--- src/hw/rtl/bsn_pkg.sv ---
`timescale 1ns / 1ps
`default_nettype none

package bsn_pkg;

    // Report field codes
    localparam logic [31:0] Unknown32     = 32'hFFFF_FFFF;
    localparam int          PresentBit    = 4;
    localparam logic [31:0] Milli         = 32'd1000;
    localparam logic [7:0]  FullThreshold = 8'd95;
    localparam logic [7:0]  FullPercent   = 8'd100;
    localparam logic [7:0]  NoPercent     = 8'd255;

    // Value lanes through the multiply and divide-by-1000 path
    localparam int NumLanes   = 4;
    localparam int LaneDesign = 0;
    localparam int LaneFull   = 1;
    localparam int LaneRemain = 2;
    localparam int LaneRate   = 3;

    // Divide by 1000, one 16-bit digit per step
    localparam int              DigitW     = 16;
    localparam int              RemW       = 10;
    localparam int              DivXW      = RemW + DigitW;
    localparam int              DivSteps   = 64 / DigitW;
    localparam int              DivStages  = 2 * DivSteps;
    localparam int              RecipW     = 27;
    localparam int              RecipShift = 36;
    localparam logic [RecipW-1:0] Recip1000 = 27'd68719477;

    // Percent divider: one prep stage, then one quotient bit per stage
    localparam int PctQuoW   = 7;
    localparam int PctNumW   = 39;
    localparam int PctStages = PctQuoW + 1;

    // Pipeline stage map
    localparam int StMul     = 1;
    localparam int StDiv0    = StMul + 1;
    localparam int StPct0    = StDiv0 + DivStages;
    localparam int StOut     = StPct0 + PctStages;
    localparam int NumStages = StOut + 1;

    typedef enum logic [2:0] {
        StatNotPresent  = 3'd0,
        StatDischarging = 3'd1,
        StatCharging    = 3'd2,
        StatFull        = 3'd3,
        StatUnknown     = 3'd4
    } bsn_status_t;

    typedef struct packed {
        logic        absent;
        logic        discharging;
        logic        charging;
        logic [31:0] volts;
    } bsn_meta_t;

    typedef struct packed {
        logic [31:0] dmwh;
        logic [31:0] fmwh;
        logic [31:0] rate;
    } bsn_power_t;

endpackage

`default_nettype wire

--- src/hw/rtl/bsn_pct.sv ---
`timescale 1ns / 1ps
`default_nettype none

module bsn_pct
    import bsn_pkg::*;
(
    input  logic                 clk,
    input  logic [PctStages-1:0] en,
    input  logic [31:0]          remain,
    input  logic [31:0]          full,
    output logic [7:0]           pct
);

    logic [PctNumW-1:0] num_next;
    logic [PctNumW-1:0] rem_reg  [PctStages];
    logic [31:0]        f_reg    [PctStages];
    logic [PctQuoW-1:0] quo_reg  [PctStages];
    logic               sat_reg  [PctStages];
    logic               zero_reg [PctStages];

    // Numerator is remaining times 100
    assign num_next = (PctNumW'(remain) << 6) + (PctNumW'(remain) << 5)
                    + (PctNumW'(remain) << 2);

    always_ff @(posedge clk)
    begin
        if (en[0])
        begin
            rem_reg[0]  <= num_next;
            f_reg[0]    <= full;
            quo_reg[0]  <= '0;
            sat_reg[0]  <= (remain >= full);
            zero_reg[0] <= (full == '0);
        end
    end

    // Restoring division, one quotient bit per stage, top bit first
    for (genvar j = 1; j < PctStages; j++)
    begin : g_bit
        logic [PctNumW-1:0] dvs;
        logic               ge;

        assign dvs = PctNumW'(f_reg[j-1]) << (PctQuoW - j);
        assign ge  = (rem_reg[j-1] >= dvs);

        always_ff @(posedge clk)
        begin
            if (en[j])
            begin
                rem_reg[j]  <= ge ? (rem_reg[j-1] - dvs) : rem_reg[j-1];
                f_reg[j]    <= f_reg[j-1];
                quo_reg[j]  <= {quo_reg[j-1][PctQuoW-2:0], ge};
                sat_reg[j]  <= sat_reg[j-1];
                zero_reg[j] <= zero_reg[j-1];
            end
        end
    end

    // Saturate at 100; no percent for a zero full capacity
    always_comb
    begin
        priority if (zero_reg[PctStages-1])
            pct = NoPercent;
        else if (sat_reg[PctStages-1])
            pct = FullPercent;
        else
            pct = 8'(quo_reg[PctStages-1]);
    end

endmodule

`default_nettype wire

--- config.mk ---
export PLATFORM = sky130hd
export DESIGN_NAME = bsn_pct
export DESIGN_NICKNAME = d
export VERILOG_FILES = /design/src/hw/rtl/bsn_pkg.sv /design/src/hw/rtl/bsn_pct.sv
export SDC_FILE = /design/constraint.sdc
export NUM_CORES = 1
export LEC_CHECK = 0
export ABC_CLOCK_PERIOD_IN_PS = 6200
export BUFFER_PORTS_ARGS = -buffer_cell sky130_fd_sc_hd__buf_2
export CELL_PAD_IN_SITES_DETAIL_PLACEMENT = 0
export CELL_PAD_IN_SITES_GLOBAL_PLACEMENT = 1
export CORE_MARGIN = 4
export CORE_UTILIZATION = 40
export CTS_CLUSTER_SIZE = 30
export DETAILED_ROUTE_END_ITERATION = 10
export PLACE_DENSITY_LB_ADDON = 0.1
export SLEW_MARGIN = 40
export SYNTH_ARGS = -nofsm -noshare
export SYNTH_HDL_FRONTEND = slang
export SYNTH_SLANG_ARGS = --single-unit
--- constraint.sdc ---
create_clock -name clk -period 6.2 [get_ports clk]
set_clock_uncertainty 0.15 [all_clocks]
set_input_delay 1.24 -clock clk [delete_from_list [all_inputs] [get_ports clk]]
set_output_delay 1.24 -clock clk [all_outputs]
set_load 0.005 [all_outputs]
# Yosys cells after proc, flatten, opt, wreduce, memory -nomap -nowiden
# Memory sizes are Yosys's and may differ from the RTL's.
# Cells that the tools add are included.
# word_totals
memories	5
ram_bits	640
input_bits	73
reg_bits	0
out_inout_bits	8
elab_cells	48
# mem_list
name	depth	width	rd	rd_clocked_by_memory_dff	wr	line_no	source
rem_reg	8	39	7	0	8	bsn_pct.sv:15	logic [PctNumW-1:0] rem_reg [PctStages];
f_reg	8	32	7	0	8	bsn_pct.sv:16	logic [31:0] f_reg [PctStages];
quo_reg	8	7	8	0	8	bsn_pct.sv:17	logic [PctQuoW-1:0] quo_reg [PctStages];
sat_reg	8	1	8	0	8	bsn_pct.sv:18	logic sat_reg [PctStages];
zero_reg	8	1	8	0	8	bsn_pct.sv:19	logic zero_reg [PctStages];
# classes
n_mux	25
magnitude_cmp	8
add_sub_neg	9
n_reduce_logical	1
# op_table
op	count
39-bit 2-to-1 mux	7
38-bit by 37-bit adder with 39-bit output	1
39-bit by 34-bit adder with 39-bit output	1
39-bit by 32-bit >= comparator with 1-bit output	1
39-bit by 33-bit >= comparator with 1-bit output	1
39-bit by 34-bit >= comparator with 1-bit output	1
39-bit by 35-bit >= comparator with 1-bit output	1
39-bit by 36-bit >= comparator with 1-bit output	1
39-bit by 37-bit >= comparator with 1-bit output	1
39-bit by 38-bit >= comparator with 1-bit output	1
39-bit by 32-bit subtractor with 39-bit output	1
39-bit by 33-bit subtractor with 39-bit output	1
39-bit by 34-bit subtractor with 39-bit output	1
39-bit by 35-bit subtractor with 39-bit output	1
39-bit by 36-bit subtractor with 39-bit output	1
39-bit by 37-bit subtractor with 39-bit output	1
39-bit by 38-bit subtractor with 39-bit output	1
32-bit >= comparator	1
32-bit logical NOT	1
1-bit 2-to-1 mux	16
8-bit 2-to-1 mux	1
7-bit 2-to-1 mux	1

# Depth between registers and ports, before layout
# Gate-level depths: netlist of run 1.
# An unclocked memory read counts as a cell.
# depth
depth_word	3
mapped_depth	15
ltp_nobuf	14

# Worst setup path after synthesis of run 1
# OpenSTA, ideal clock, no wires.
# synth_timing
path_kind	input-to-reg
start	in remain[0]
end	mem rem_reg[0][36] (data pin)
path_stages	14
setup_ps	258
setup_slack_ps	1620
n_path_buf	0
required_time_ps	5792
t_arrival_ps	4173
path_cell_list	inv_1 fa_1 inv_1 ha_1 fa_1 a211oi_1 o21ai_1 a221oi_4 nor3_2 o2111ai_2 nand4b_1 a31o_1 a21oi_2 xnor2_1
# synth_lines
element	line_no	source
start, declared	bsn_pct.sv:9	input logic [31:0] remain,
end, declared	bsn_pct.sv:15	

==> results of run 1 <==
==> synthesized netlist by cell type (all sizes together), types with 13 or more instances <==
cell type	n	area (µm²)
clkbuf	42	157.7
xor2	87	762.0
nor2b	37	231.5
a211oi	22	170.2
o21ai	217	1090
mux2	38	427.9
nand2b	40	250.2
nand3	53	265.3
nor2	178	668.1
o21bai	22	165.2
edfxtp	528	15860
nor4	23	150.1
nand2	220	825.8
ha	291	3641
or3	19	118.9
a21o	139	1045
nor3	35	185.2
o31ai	13	116.4
fa	35	700.7
nand4	41	256.5
and2	16	100.1
a31oi	38	244.0
and3	28	175.2
inv	307	1152
buf	34	191.4
o211ai	24	185.2
a21oi	293	1504
o21a	33	247.7
xnor2	124	1086
==> worst min path at each step <==
stage | from | to | slack, ns | cells after the start
2_1_floorplan | quo_reg[0][7] | quo_reg[0][15] | 0.25 | 0
6_report | quo_reg[1][11] | quo_reg[1][19] | 0.26 | 0
4_1_cts | quo_reg[1][11] | quo_reg[1][19] | 0.27 | 0
3_5_place_dp | quo_reg[1][11] | quo_reg[1][19] | 0.25 | 0
5_1_grt | quo_reg[1][10] | quo_reg[1][18] | 0.28 | 0
3_3_place_gp | quo_reg[1][16] | quo_reg[1][24] | 0.25 | 0
==> placed cells by master (no fill, tap or decap), types with 20 or more instances in the layout <==
cell / netlist / layout
buf_2: 27 / 78
o21ai_1: 105 / 105
nor2b_1: 37 / 37
a21o_1: 138 / 138
a211oi_1: 21 / 21
and3_1: 28 / 27
fa_1: 35 / 35
nand3_1: 53 / 53
nor3_1: 33 / 33
o21bai_1: 22 / 22
nand2b_1: 40 / 40
nor4_1: 22 / 20
o21a_1: 33 / 33
edfxtp_1: 528 / 528
clkbuf_16: 0 / 62
nand4_1: 41 / 41
nor2_1: 178 / 178
xor2_1: 87 / 87
o21ai_0: 111 / 111
ha_1: 291 / 291
inv_1: 304 / 304
nand2_1: 220 / 220
a21oi_1: 287 / 286
a31oi_1: 37 / 37
xnor2_1: 124 / 124
mux2_1: 30 / 30
o211ai_1: 23 / 23
==> final cells by class <==
class	count	area, µm²	share of cell area [%]
Clock buffer	72	1589	4.325
Clock inverter	41	473.0	1.287
Inverter	307	1152	3.136
Multi-Input combinational cell	2191	15770	42.92
Sequential cell	528	15860	43.15
Tap cell	1070	1339	3.644
Timing Repair Buffer	97	564.3	1.536
==> per-layer routing <==
| metal | share of wire (%) | GRT usage, % | vias to the layer above |
|---|---|---|---|
| met1 | 42 | 21.48 | 10490 |
| met2 | 50 | 33.23 | 378 |
| met3 | 2.7 | 2.021 | 145 |
| met4 | 5.2 | 8.487 | 0 |
| met5 | 0 | 0 | - |
| li1 | - | - | 11500 |
==> through the flow <==
stage / setup WS, ns / area (µm²) / power (mW) / instances / hold slack [ns]
after floorplan: 1.620 / 33090 / 11.72 / 3102 / 0.2503
after global placement: 1.041 / 34640 / 13.78 / 4193 / 0.2514
after detailed placement: 1.007 / 34660 / 13.80 / 4193 / 0.2545
after CTS: 1.703 / 36720 / 17.56 / 4306 / 0.2675
after global routing: 1.504 / 36740 / 18.78 / 4306 / 0.2807
final: 1.710 / 36740 / 17.38 / 4306 / 0.2650
==> kinds of logic (layout without fill, tap and decap cells) <==
kind of cell,count (synthesis),in the layout
compound gates,888,888
simple gates,728,728
flops,528,528
buf+inv,383,517
fa+ha+maj,326,326
xor+xnor,211,211
mux,38,38
==> power breakdown <==
part	internal (mW)	total (mW)	switching (mW)
clock network	2.24	3.64	1.41
logic	3.29	7.81	4.52
registers	5.35	5.93	0.581
==> metrics.md, run 1 <==
| Metric | Value |
|---|---|
| Crit share post-route | `between 70% and 80%` |
| Post-CTS Setup Inserts | `0` |
| Port bufs | `80` |
| Worst r2r src | `rem_reg[3][3]` |
| Router iterations before antenna repair | `5` |
| Outcome | `finished clean` |
| First-pass GRT wire length | `~130 mm` |
| Buf/Inv on CP | `3` |
| Synthesis-stage register bit count | `between 500 and 600` |
| Leak pwr | `around 15 nW` |
| Maximum VDD drop | `around 180 µV` |
| PwrDens | `approximately 470 mW/mm²` |
| RSZ-0062 raised after global routing | `no` |
| Compound-Gate Fraction of Synth Area | `~17%` |
| GP Congestion | `~0.9` |
| Worst-path cell chain | `buf_2, inv_1, fa_1, inv_1, ha_1, fa_1, a211oi_1, o21ai_1, a221oi_4, nor3_2, o2111ai_2, nand4b_1, a31o_1, a21oi_2, o21bai_1` |
| Resize count post-CTS | `0` |
| Skew-Pair Late Insertion Delay | `a little over 0.6 ns` |
| DR WL/cell | `around 18 µm` |
| Reg2Reg Setup Slack | `1.90 ns` |
| Crit path DAT | `~4.7 ns` |
| Synth-to-layout area growth | `11.05%` |
| Synthesized area per cell | `roughly 11 µm²` |
| Worst path top cell family by delay | `compound AO/OA/AOI/OAI gates` |
| Yosys Warn Count | `0` |
| Total core area | `just over 0.08 mm²` |
| Crit Reg-Reg Endpoint | `rem_reg[4][4]` |
| Area share of and/or/nand/nor cells after synthesis | `10.63%` |
| Largest family of logic cells by synthesized area | `compound AO/OA/AOI/OAI gates` |
| Largest net degree at the start of global routing | `76` |
| CP max stage delay | `about 0.53 ns` |
| Worst setup startpoint | `remain[0]` |
| # fillers | `7745` |
| Share of flip-flops with an asynchronous set or reset | `0%` |
| Path length in cells of the critical path | `15` |
| Initial antenna violation count | `1` |
| Antenna Nets Post-Route | `0` |
| Total gr overflow | `0` |
| Synthesized instance count | `3102` |
| Distinct cells, synth | `86` |
| Most used DFF post-synth | `edfxtp_1` |
| Final hold violation count | `0` |
| Final Setup Violations | `0` |
| Post-Synth Adder-Cell Area | `between 10% and 20%` |
| Worst-margin pin slew | `about 0.9 ns` |
| Vias in the first global route | `about 23000` |
| Number of I/O pins | `81` |
| DRT iter0 DRCs | `949` |
| Die width | `295.6 µm` |
| Max cap viols | `0` |
| Largest register FFs | `260` |
| Core Util, Final | `approximately 45%` |
| Total GRT Usage | `18.21%` |
| Post-route setup TNS | `0 ns` |
| Clock sink count | `approximately 530` |
| Hold Path Class | `reg2reg` |
| Worst-path fanout max | `4` |
| Num CTS Buffers | `60` |
| Crit end category | `register` |
| CP Data Required Time | `around 6.4 ns` |
| Sequential element share of the synthesized area | `between 40 and 50%` |
| Clk slew on worst S/H paths | `0.06 ns` |
| Row count | `approximately 110` |
| Post-synth EDFFs | `about 530` |
| Die height | `295.6 µm` |
| DIE AREA | `0.08738 mm²` |
| CTS HTree Levels | `2` |
| Antenna cells | `0` |
| Layout cells sized above 1 | `roughly 7.6%` |
| CP Launch Type | `input port` |
| Cts hold-fix bufs | `0` |
| Post-DP HPWL | `~64 mm` |
| Initial Util | `roughly two fifths` |
| Kind of critical path | `in2reg` |
| Slowest cell on the critical path | `fa_1` |
| F_max | `0.2227 GHz` |
| Tmin final | `between 4 and 5 ns` |
| Vias per inst | `around 5.2` |
| Drt drc | `0` |
| Syn nets | `3501` |
| Crit path to | `rem_reg[0][38]` |
| Max Slew Vio Count | `0` |
| R2r worst-path depth | `13` |
| Final WL | `~79 mm` |
| CTS Root Cell | `clkbuf_16` |
| Synth Area in XOR/XNOR | `approximately 5.6%` |
| Worst slew margin | `between 40% and 50%` |
| CTS tree | `yes` |
| Mux contribution to synthesized area | `under 10%` |
| Net count, final | `approximately 3600` |
| Routed vias | `about 23000` |
| Netlist Area Pre-Place | `0.03309 mm²` |
| Maximum clock path buffer count | `3` |
Power figures use the tool's default switching activity.
==> run 2: changes to the inputs <==
--- a/config.mk
+++ b/config.mk
@@ -5,7 +5,7 @@
 export SDC_FILE = /design/constraint.sdc
 export NUM_CORES = 1
 export LEC_CHECK = 0
-export ABC_CLOCK_PERIOD_IN_PS = 6200
+export ABC_CLOCK_PERIOD_IN_PS = 3600
 export BUFFER_PORTS_ARGS = -buffer_cell sky130_fd_sc_hd__buf_2
 export CELL_PAD_IN_SITES_DETAIL_PLACEMENT = 0
 export CELL_PAD_IN_SITES_GLOBAL_PLACEMENT = 1
==> constraint.sdc (replaced) <==
create_clock -name clk -period 3.6 [get_ports clk]
set_clock_uncertainty 0.15 [all_clocks]
set_input_delay 0.72 -clock clk [delete_from_list [all_inputs] [get_ports clk]]
set_output_delay 0.72 -clock clk [all_outputs]
set_load 0.005 [all_outputs]
==> run 2 against run 1 <==
Effect of this change:
- clock power is 64% higher
- first-iteration DRC count increased by 4.3%
- routed wire length rose by 1.2%
- hold slack got worse by 0.10 ns
- register-to-register slack got worse by 1.8 ns
- critical path depth down 2
- final cell count increased by 4.6%
- via count up 3.6%
- total power rose by 76%
- sequential share of layout area fell by 1.9 points
==> metrics.md, run 2 (same netlist as run 1, synthesis figures left out) <==
| Metric | Value |
|---|---|
| Outcome | `finished clean` |
| Routed vias | `23310 (+3.6%)` |
| CP Launch Type | `input port` |
| Kind of critical path | `in2reg` |
| Largest register FFs | `260 (unchanged)` |
| Post-DP HPWL | `66.14 mm (+2.9%)` |
| Total core area | `0.08198 mm² (unchanged)` |
| Die height | `295.6 µm (unchanged)` |
| Initial antenna violation count | `0 (-1)` |
| Clock sink count | `528 (unchanged)` |
| Buf/Inv on CP | `2 (-1)` |
| Worst hold slack | `0.1630 ns (-0.1019 ns)` |
| Total GRT Usage | `18.31% (+0.098 points)` |
| Total gr overflow | `0 (unchanged)` |
| Clk slew on worst S/H paths | `0.06 ns (about the same)` |
| Worst-margin pin slew | `0.8026 ns (-0.07738 ns)` |
| Final hold violation count | `0 (unchanged)` |
| Antenna Nets Post-Route | `0 (unchanged)` |
| Antenna cells | `0 (unchanged)` |
| Die width | `295.6 µm (unchanged)` |
| DIE AREA | `0.08738 mm² (unchanged)` |
| Sequential cell area | `0.01586 mm² (unchanged)` |
| Cts hold-fix bufs | `0 (unchanged)` |
| Drt drc | `0 (unchanged)` |
| Crit end category | `register` |
| Worst r2r src | `rem_reg[2][4]` |
| CP Data Required Time | `3.82 ns (-2.60 ns)` |
| Vias in the first global route | `24150 (+4.0%)` |
| Maximum clock path buffer count | `3 (unchanged)` |
| Number of I/O pins | `81 (unchanged)` |
| Tmin final | `roughly 3.6 ns` |
| Commonest non-fill, non-tap cell in the layout | `edfxtp_1` |
| CTS tree | `yes` |
| Post-route cell area | `0.03840 mm² (+4.5%)` |
| Most frequent cells in the layout | `edfxtp_1, inv_1, ha_1` |
| Initial Util | `40.36% (unchanged)` |
| HP Start | `full[28]` |
| Worst setup startpoint | `remain[1]` |
| F_max | `about 0.28 GHz` |
| Crit path DAT | `3.80 ns (-0.91 ns)` |
| DRT iter0 DRCs | `990 (+4.3%)` |
| Max cap viols | `0 (unchanged)` |
| PwrDens | `797.6 mW/mm² (+69%)` |
| Final Setup Violations | `0 (unchanged)` |
| First-pass GRT wire length | `126.7 mm (+0.70%)` |
| Final WL | `80.32 mm (+1.2%)` |
| Row count | `105 (unchanged)` |
| Multi-input logic area | `0.01589 mm² (+0.79%)` |
| Net count, final | `3783 (+5.6%)` |
| Router iterations before antenna repair | `7 (+2)` |
| Vias per inst | `5.177 (-0.98%)` |
| Skew-Pair Late Insertion Delay | `0.62 ns (about the same)` |
| Worst-path cell chain | `buf_8, buf_4, fa_1, fa_2, a211oi_4, o21ai_2, a221oi_4, nor3_4, o2111ai_2, nand4b_1, a31o_1, a21oi_2, o21bai_1` |
| Max Slew Vio Count | `0 (unchanged)` |
| Maximum VDD drop | `359.3 µV (+99%)` |
| CTS Root Cell | `clkbuf_16` |
| Slowest cell on the critical path | `fa_1` |
| CP max stage delay | `0.53 ns (about the same)` |
| GP Congestion | `0.8812 (-2.4%)` |
| CTS HTree Levels | `2 (unchanged)` |
| Num CTS Buffers | `61 (+1.7%)` |
| Fin worst setup slack | `0.02086 ns (-1.689 ns)` |
| # fillers | `7627 (-1.5%)` |
| Port bufs | `80 (unchanged)` |
| Worst-path fanout max | `3 (-1)` |
| DR WL/cell | `17.84 µm (-3.2%)` |
| Crit share post-route | `between 90% and 100%` |
| Leak pwr | `16.06 nW (+6.5%)` |
| Worst path top cell family by delay | `compound AO/OA/AOI/OAI gates` |
| Worst slack at placement | `-0.6566 ns (-1.664 ns)` |
| Hold Path Class | `in2reg` |
| RSZ-0062 raised after global routing | `yes` |
| Layout cells sized above 1 | `13.22% (+5.6 points)` |
| Largest net degree at the start of global routing | `60 (-21%)` |
| Placed cell area | `0.03627 mm² (+4.7%)` |
| Worst slew margin | `46.36% (+5.6 points)` |
| Synth-to-layout area growth | `16.06%` |
run 2: final cells by class:
| cell class | instances | share of cell area (%) |
|---|---|---|
| multi-input combinational | 2191 | 41.39 |
| sequential | 528 | 41.29 |
| timing repair buffer | 295 | 5.692 |
| clock buffer | 75 | 4.223 |
| tap | 1070 | 3.486 |
| inverter | 307 | 3.027 |
| clock inverter | 37 | 0.8928 |
run 2: power by group:
part	total [mW]	internal, mW	switching (mW)
clock network	5.98	3.60	2.38
registers	10.2	9.22	1.02
logic	14.4	6.44	7.97
run 2: through the flow:
step	utilization, %	cells	setup TNS, ns	power [mW]
finish	46.84	4503	0	30.63
global route	46.84	4503	-0.1331	33.05
CTS	46.64	4498	0	30.85
detailed placement	44.25	4386	-6.074	24.65
global placement	44.25	4386	-5.690	24.56
floorplan	-	3102	-0.4832	20.20
run 2: path summary, 6_finish.rpt:
kind	end	slack, ns	cells after the start
worst min register to register	quo_reg[1][25]	0.27	0
worst min-delay path	f_reg[0][28]	0.16	1
worst max-delay path	rem_reg[0][38]	0.02	13
worst max register to register	rem_reg[3][36]	0.08	14
run 2: per-layer routing:
layer	vias to the layer above	wire [µm]	GRT usage [%]
met1	10880	33110	20.97
met3	150	2170	2.156
li1	11900	-	-
met2	380	41820	34.70
met5	-	0	0
met4	0	3217	7.187
run 2: timing repair:
item,CTS,global route
setup endpoints to repair,0,42
setup buffers,0,5
resized for setup,0,23
==> run 3: changes to the inputs <==
--- a/config.mk
+++ b/config.mk
@@ -5,10 +5,11 @@
 export SDC_FILE = /design/constraint.sdc
 export NUM_CORES = 1
 export LEC_CHECK = 0
-export ABC_CLOCK_PERIOD_IN_PS = 3600
+export ABC_CLOCK_PERIOD_IN_PS = 3200
 export BUFFER_PORTS_ARGS = -buffer_cell sky130_fd_sc_hd__buf_2
 export CELL_PAD_IN_SITES_DETAIL_PLACEMENT = 0
 export CELL_PAD_IN_SITES_GLOBAL_PLACEMENT = 1
+export CORE_ASPECT_RATIO = 1.2
 export CORE_MARGIN = 4
 export CORE_UTILIZATION = 40
 export CTS_CLUSTER_SIZE = 30
==> constraint.sdc (replaced) <==
create_clock -name clk -period 3.2 [get_ports clk]
set_clock_uncertainty 0.15 [all_clocks]
set_input_delay 0.64 -clock clk [delete_from_list [all_inputs] [get_ports clk]]
set_output_delay 0.64 -clock clk [all_outputs]
set_load 0.005 [all_outputs]
==> run 3 against run 2 <==
Effect of this change:
- the run now ends with negative setup slack left
- global-route usage is 1.7 points higher
- total power is 32% higher
- cell area is 17% higher
- highest routed layer unchanged
==> metrics.md, run 3 (same netlist as run 1, synthesis figures left out) <==
| Metric | Value |
|---|---|
| Total gr overflow | `0 (unchanged)` |
| DIE AREA | `0.08740 mm² (about the same)` |
| DRT met1 WL | `32.41 mm (-2.1%)` |
| Reg2Reg Setup Slack | `-0.14 ns (-0.22 ns)` |
| Most frequent cells in the layout | `buf_4, edfxtp_1, inv_1` |
| Kind of critical path | `in2reg` |
| Outcome | `finished with violations` |
| CTS Root Cell | `clkbuf_16` |
| DRT iter0 DRCs | `1012 (+2.2%)` |
| GP Congestion | `0.8857 (+0.51%)` |
| Num CTS Buffers | `57 (-6.6%)` |
| Routed vias | `25840 (+11%)` |
| R2r worst-path depth | `12 (-2)` |
| Total GRT Usage | `20.03% (+1.7 points)` |
| Crit end category | `register` |
| Max Slew Vio Count | `0 (unchanged)` |
| Crit path to | `rem_reg[0][36]` |
| Die width | `270.5 µm (-8.5%)` |
| Share of power burned in registers | `28.6% (-4.8 points)` |
| Commonest non-fill, non-tap cell in the layout | `buf_4` |
| Port bufs | `80 (unchanged)` |
| Pint | `25.82 mW (+34%)` |
| Layout cells sized above 1 | `33.53% (+20 points)` |
| Tmin final | `about 3.5 ns` |
| Met2 wire length | `50.59 mm (+21%)` |
| Skew-Pair Late Insertion Delay | `0.62 ns (about the same)` |
| Maximum clock path buffer count | `3 (unchanged)` |
| Initial antenna violation count | `0 (unchanged)` |
| Total core area | `0.08202 mm² (about the same)` |
| Cts hold-fix bufs | `0 (unchanged)` |
| Worst setup startpoint | `remain[1]` |
| DR WL/cell | `17.79 µm (-0.25%)` |
| CP Launch Type | `input port` |
| Top Layer Used | `met4` |
| Crit path DAT | `3.69 ns (-0.11 ns)` |
| # fillers | `7188 (-5.8%)` |
| Final Setup Violations | `61 (+61)` |
| CP Data Required Time | `3.43 ns (-0.39 ns)` |
| CTS HTree Levels | `2 (unchanged)` |
| Combinational share of power | `55.0% (+8.0 points)` |
| PwrDens | `899.9 mW/mm² (+13%)` |
| Hold Path Class | `in2reg` |
| Crit share post-route | `108.2%` |
| CTS tree | `yes` |
| Drt drc | `0 (unchanged)` |
| Violated checks | `negative setup slack` |
| Max cap viols | `0 (unchanged)` |
| Net count, final | `4367 (+15%)` |
| Maximum VDD drop | `512.1 µV (+43%)` |
| Router iterations before antenna repair | `5 (-2)` |
| Fin worst setup slack | `-0.2620 ns (-0.2829 ns)` |
| Final hold violation count | `0 (unchanged)` |
| Clock power frac | `16.4% (-3.1 points)` |
| Die height | `323.1 µm (+9.3%)` |
| First-pass GRT wire length | `139.0 mm (+9.7%)` |
| Clock sink count | `528 (unchanged)` |
| Sw Share | `36.34% (-0.78 points)` |
| Post-DP HPWL | `71.03 mm (+7.4%)` |
| Clk slew on worst S/H paths | `0.06 ns (about the same)` |
| Routed wl met3 | `2.100 mm (-3.2%)` |
| Worst-path fanout max | `2 (-1)` |
| Largest net degree at the start of global routing | `52 (-13%)` |
| Synth-to-layout area growth | `36.20%` |
| Worst slew margin | `52.14% (+5.8 points)` |
| F_max | `~0.29 GHz` |
| Row count | `115 (+9.5%)` |
| RSZ-0062 raised after global routing | `yes` |
| Worst-margin pin slew | `0.6998 ns (-0.1028 ns)` |
| Crit Reg-Reg Endpoint | `rem_reg[3][34]` |
| Worst hold slack | `0.07596 ns (-0.08709 ns)` |
| Initial Util | `40.34% (about the same)` |
| Leak pwr | `19.43 nW (+21%)` |
| Largest register FFs | `260 (unchanged)` |
| Vias in the first global route | `27090 (+12%)` |
| Vias per inst | `5.097 (-1.5%)` |
| Number of I/O pins | `81 (unchanged)` |
| Final WL | `90.19 mm (+12%)` |
| Worst r2r src | `rem_reg[2][5]` |
| Antenna Nets Post-Route | `0 (unchanged)` |
| Worst slack at placement | `-1.036 ns (-0.3791 ns)` |
| Psw | `14.74 mW (+30%)` |
run 3: metrics by stage:
stage / util (%) / TNS (ns) / instances / cell area (µm²) / power, mW
6_report: 54.95 / -3.736 / 5069 / 45070 / 40.55
5_1_grt: 54.94 / -14.31 / 5067 / 45060 / 43.40
4_1_cts: 52.98 / -5.294 / 5019 / 43450 / 39.04
3_5_place_dp: 48.54 / -49.59 / 4841 / 39810 / 30.51
3_3_place_gp: 48.54 / -45.18 / 4841 / 39810 / 30.36
2_1_floorplan: - / -2.898 / 3102 / 33140 / 22.73
run 3: cell type report:
| type | instances | area, µm² | area share [%] |
|---|---|---|---|
| Clock inverter | 43 | 461.7 | 1.024 |
| Antenna cell | 2 | 5.005 | 0.01111 |
| Clock buffer | 62 | 1445 | 3.207 |
| Tap cell | 1053 | 1318 | 2.924 |
| Inverter | 307 | 1172 | 2.601 |
| Timing Repair Buffer | 883 | 7229 | 16.04 |
| Multi-Input combinational cell | 2191 | 17580 | 39.01 |
| Sequential cell | 528 | 15860 | 35.18 |
run 3: how the worst min path moves through the flow:
stage,startpoint,endpoint,slack (ns),cells after the start
CTS,full[27],f_reg[0][27],0.01,1
finish,full[27],f_reg[0][27],0.08,1
detailed placement,quo_reg[1][10],quo_reg[1][18],0.25,0
global route,full[23],f_reg[0][23],0.03,1
floorplan,quo_reg[0][7],quo_reg[0][15],0.25,0
global placement,quo_reg[1][18],quo_reg[1][26],0.25,0
run 3: power by group through the flow:
stage	Sequential, mW	Clock (mW)	Combinational, mW
2_1_floorplan	11.1	0	11.6
5_1_grt	11.8	7.18	24.5
3_5_place_dp	11.6	0	18.9
3_3_place_gp	11.6	0	18.7
6_report	11.6	6.65	22.3
4_1_cts	11.5	6.88	20.7
run 3: worst max-delay path, cell delays in order:
cell,delay [ns]
buf_8,0.08
inv_4,0.03
fa_1,0.54
inv_2,0.05
ha_4,0.15
fa_2,0.37
a211oi_4,0.24
o21ai_2,0.11
a221oi_4,0.40
nor3_4,0.11
o2111ai_2,0.24
nand4b_1,0.20
a31o_1,0.28
a21oi_2,0.16
xnor2_1,0.08
run 3: timing repair:
action,CTS,global route
buffers inserted,61,57
endpoints found under the hold margin,0,0
gates resized for setup,222,274
endpoints found under the setup margin,187,216
gates cloned,12,5
pin swaps,99,132
run 3: metal layers:
metal / track usage (%) / up-vias
li1: - / 13110
met3: 2.218 / 216
met4: 10.43 / 0
met5: 0 / -
met2: 40.68 / 426
met1: 19.83 / 12090
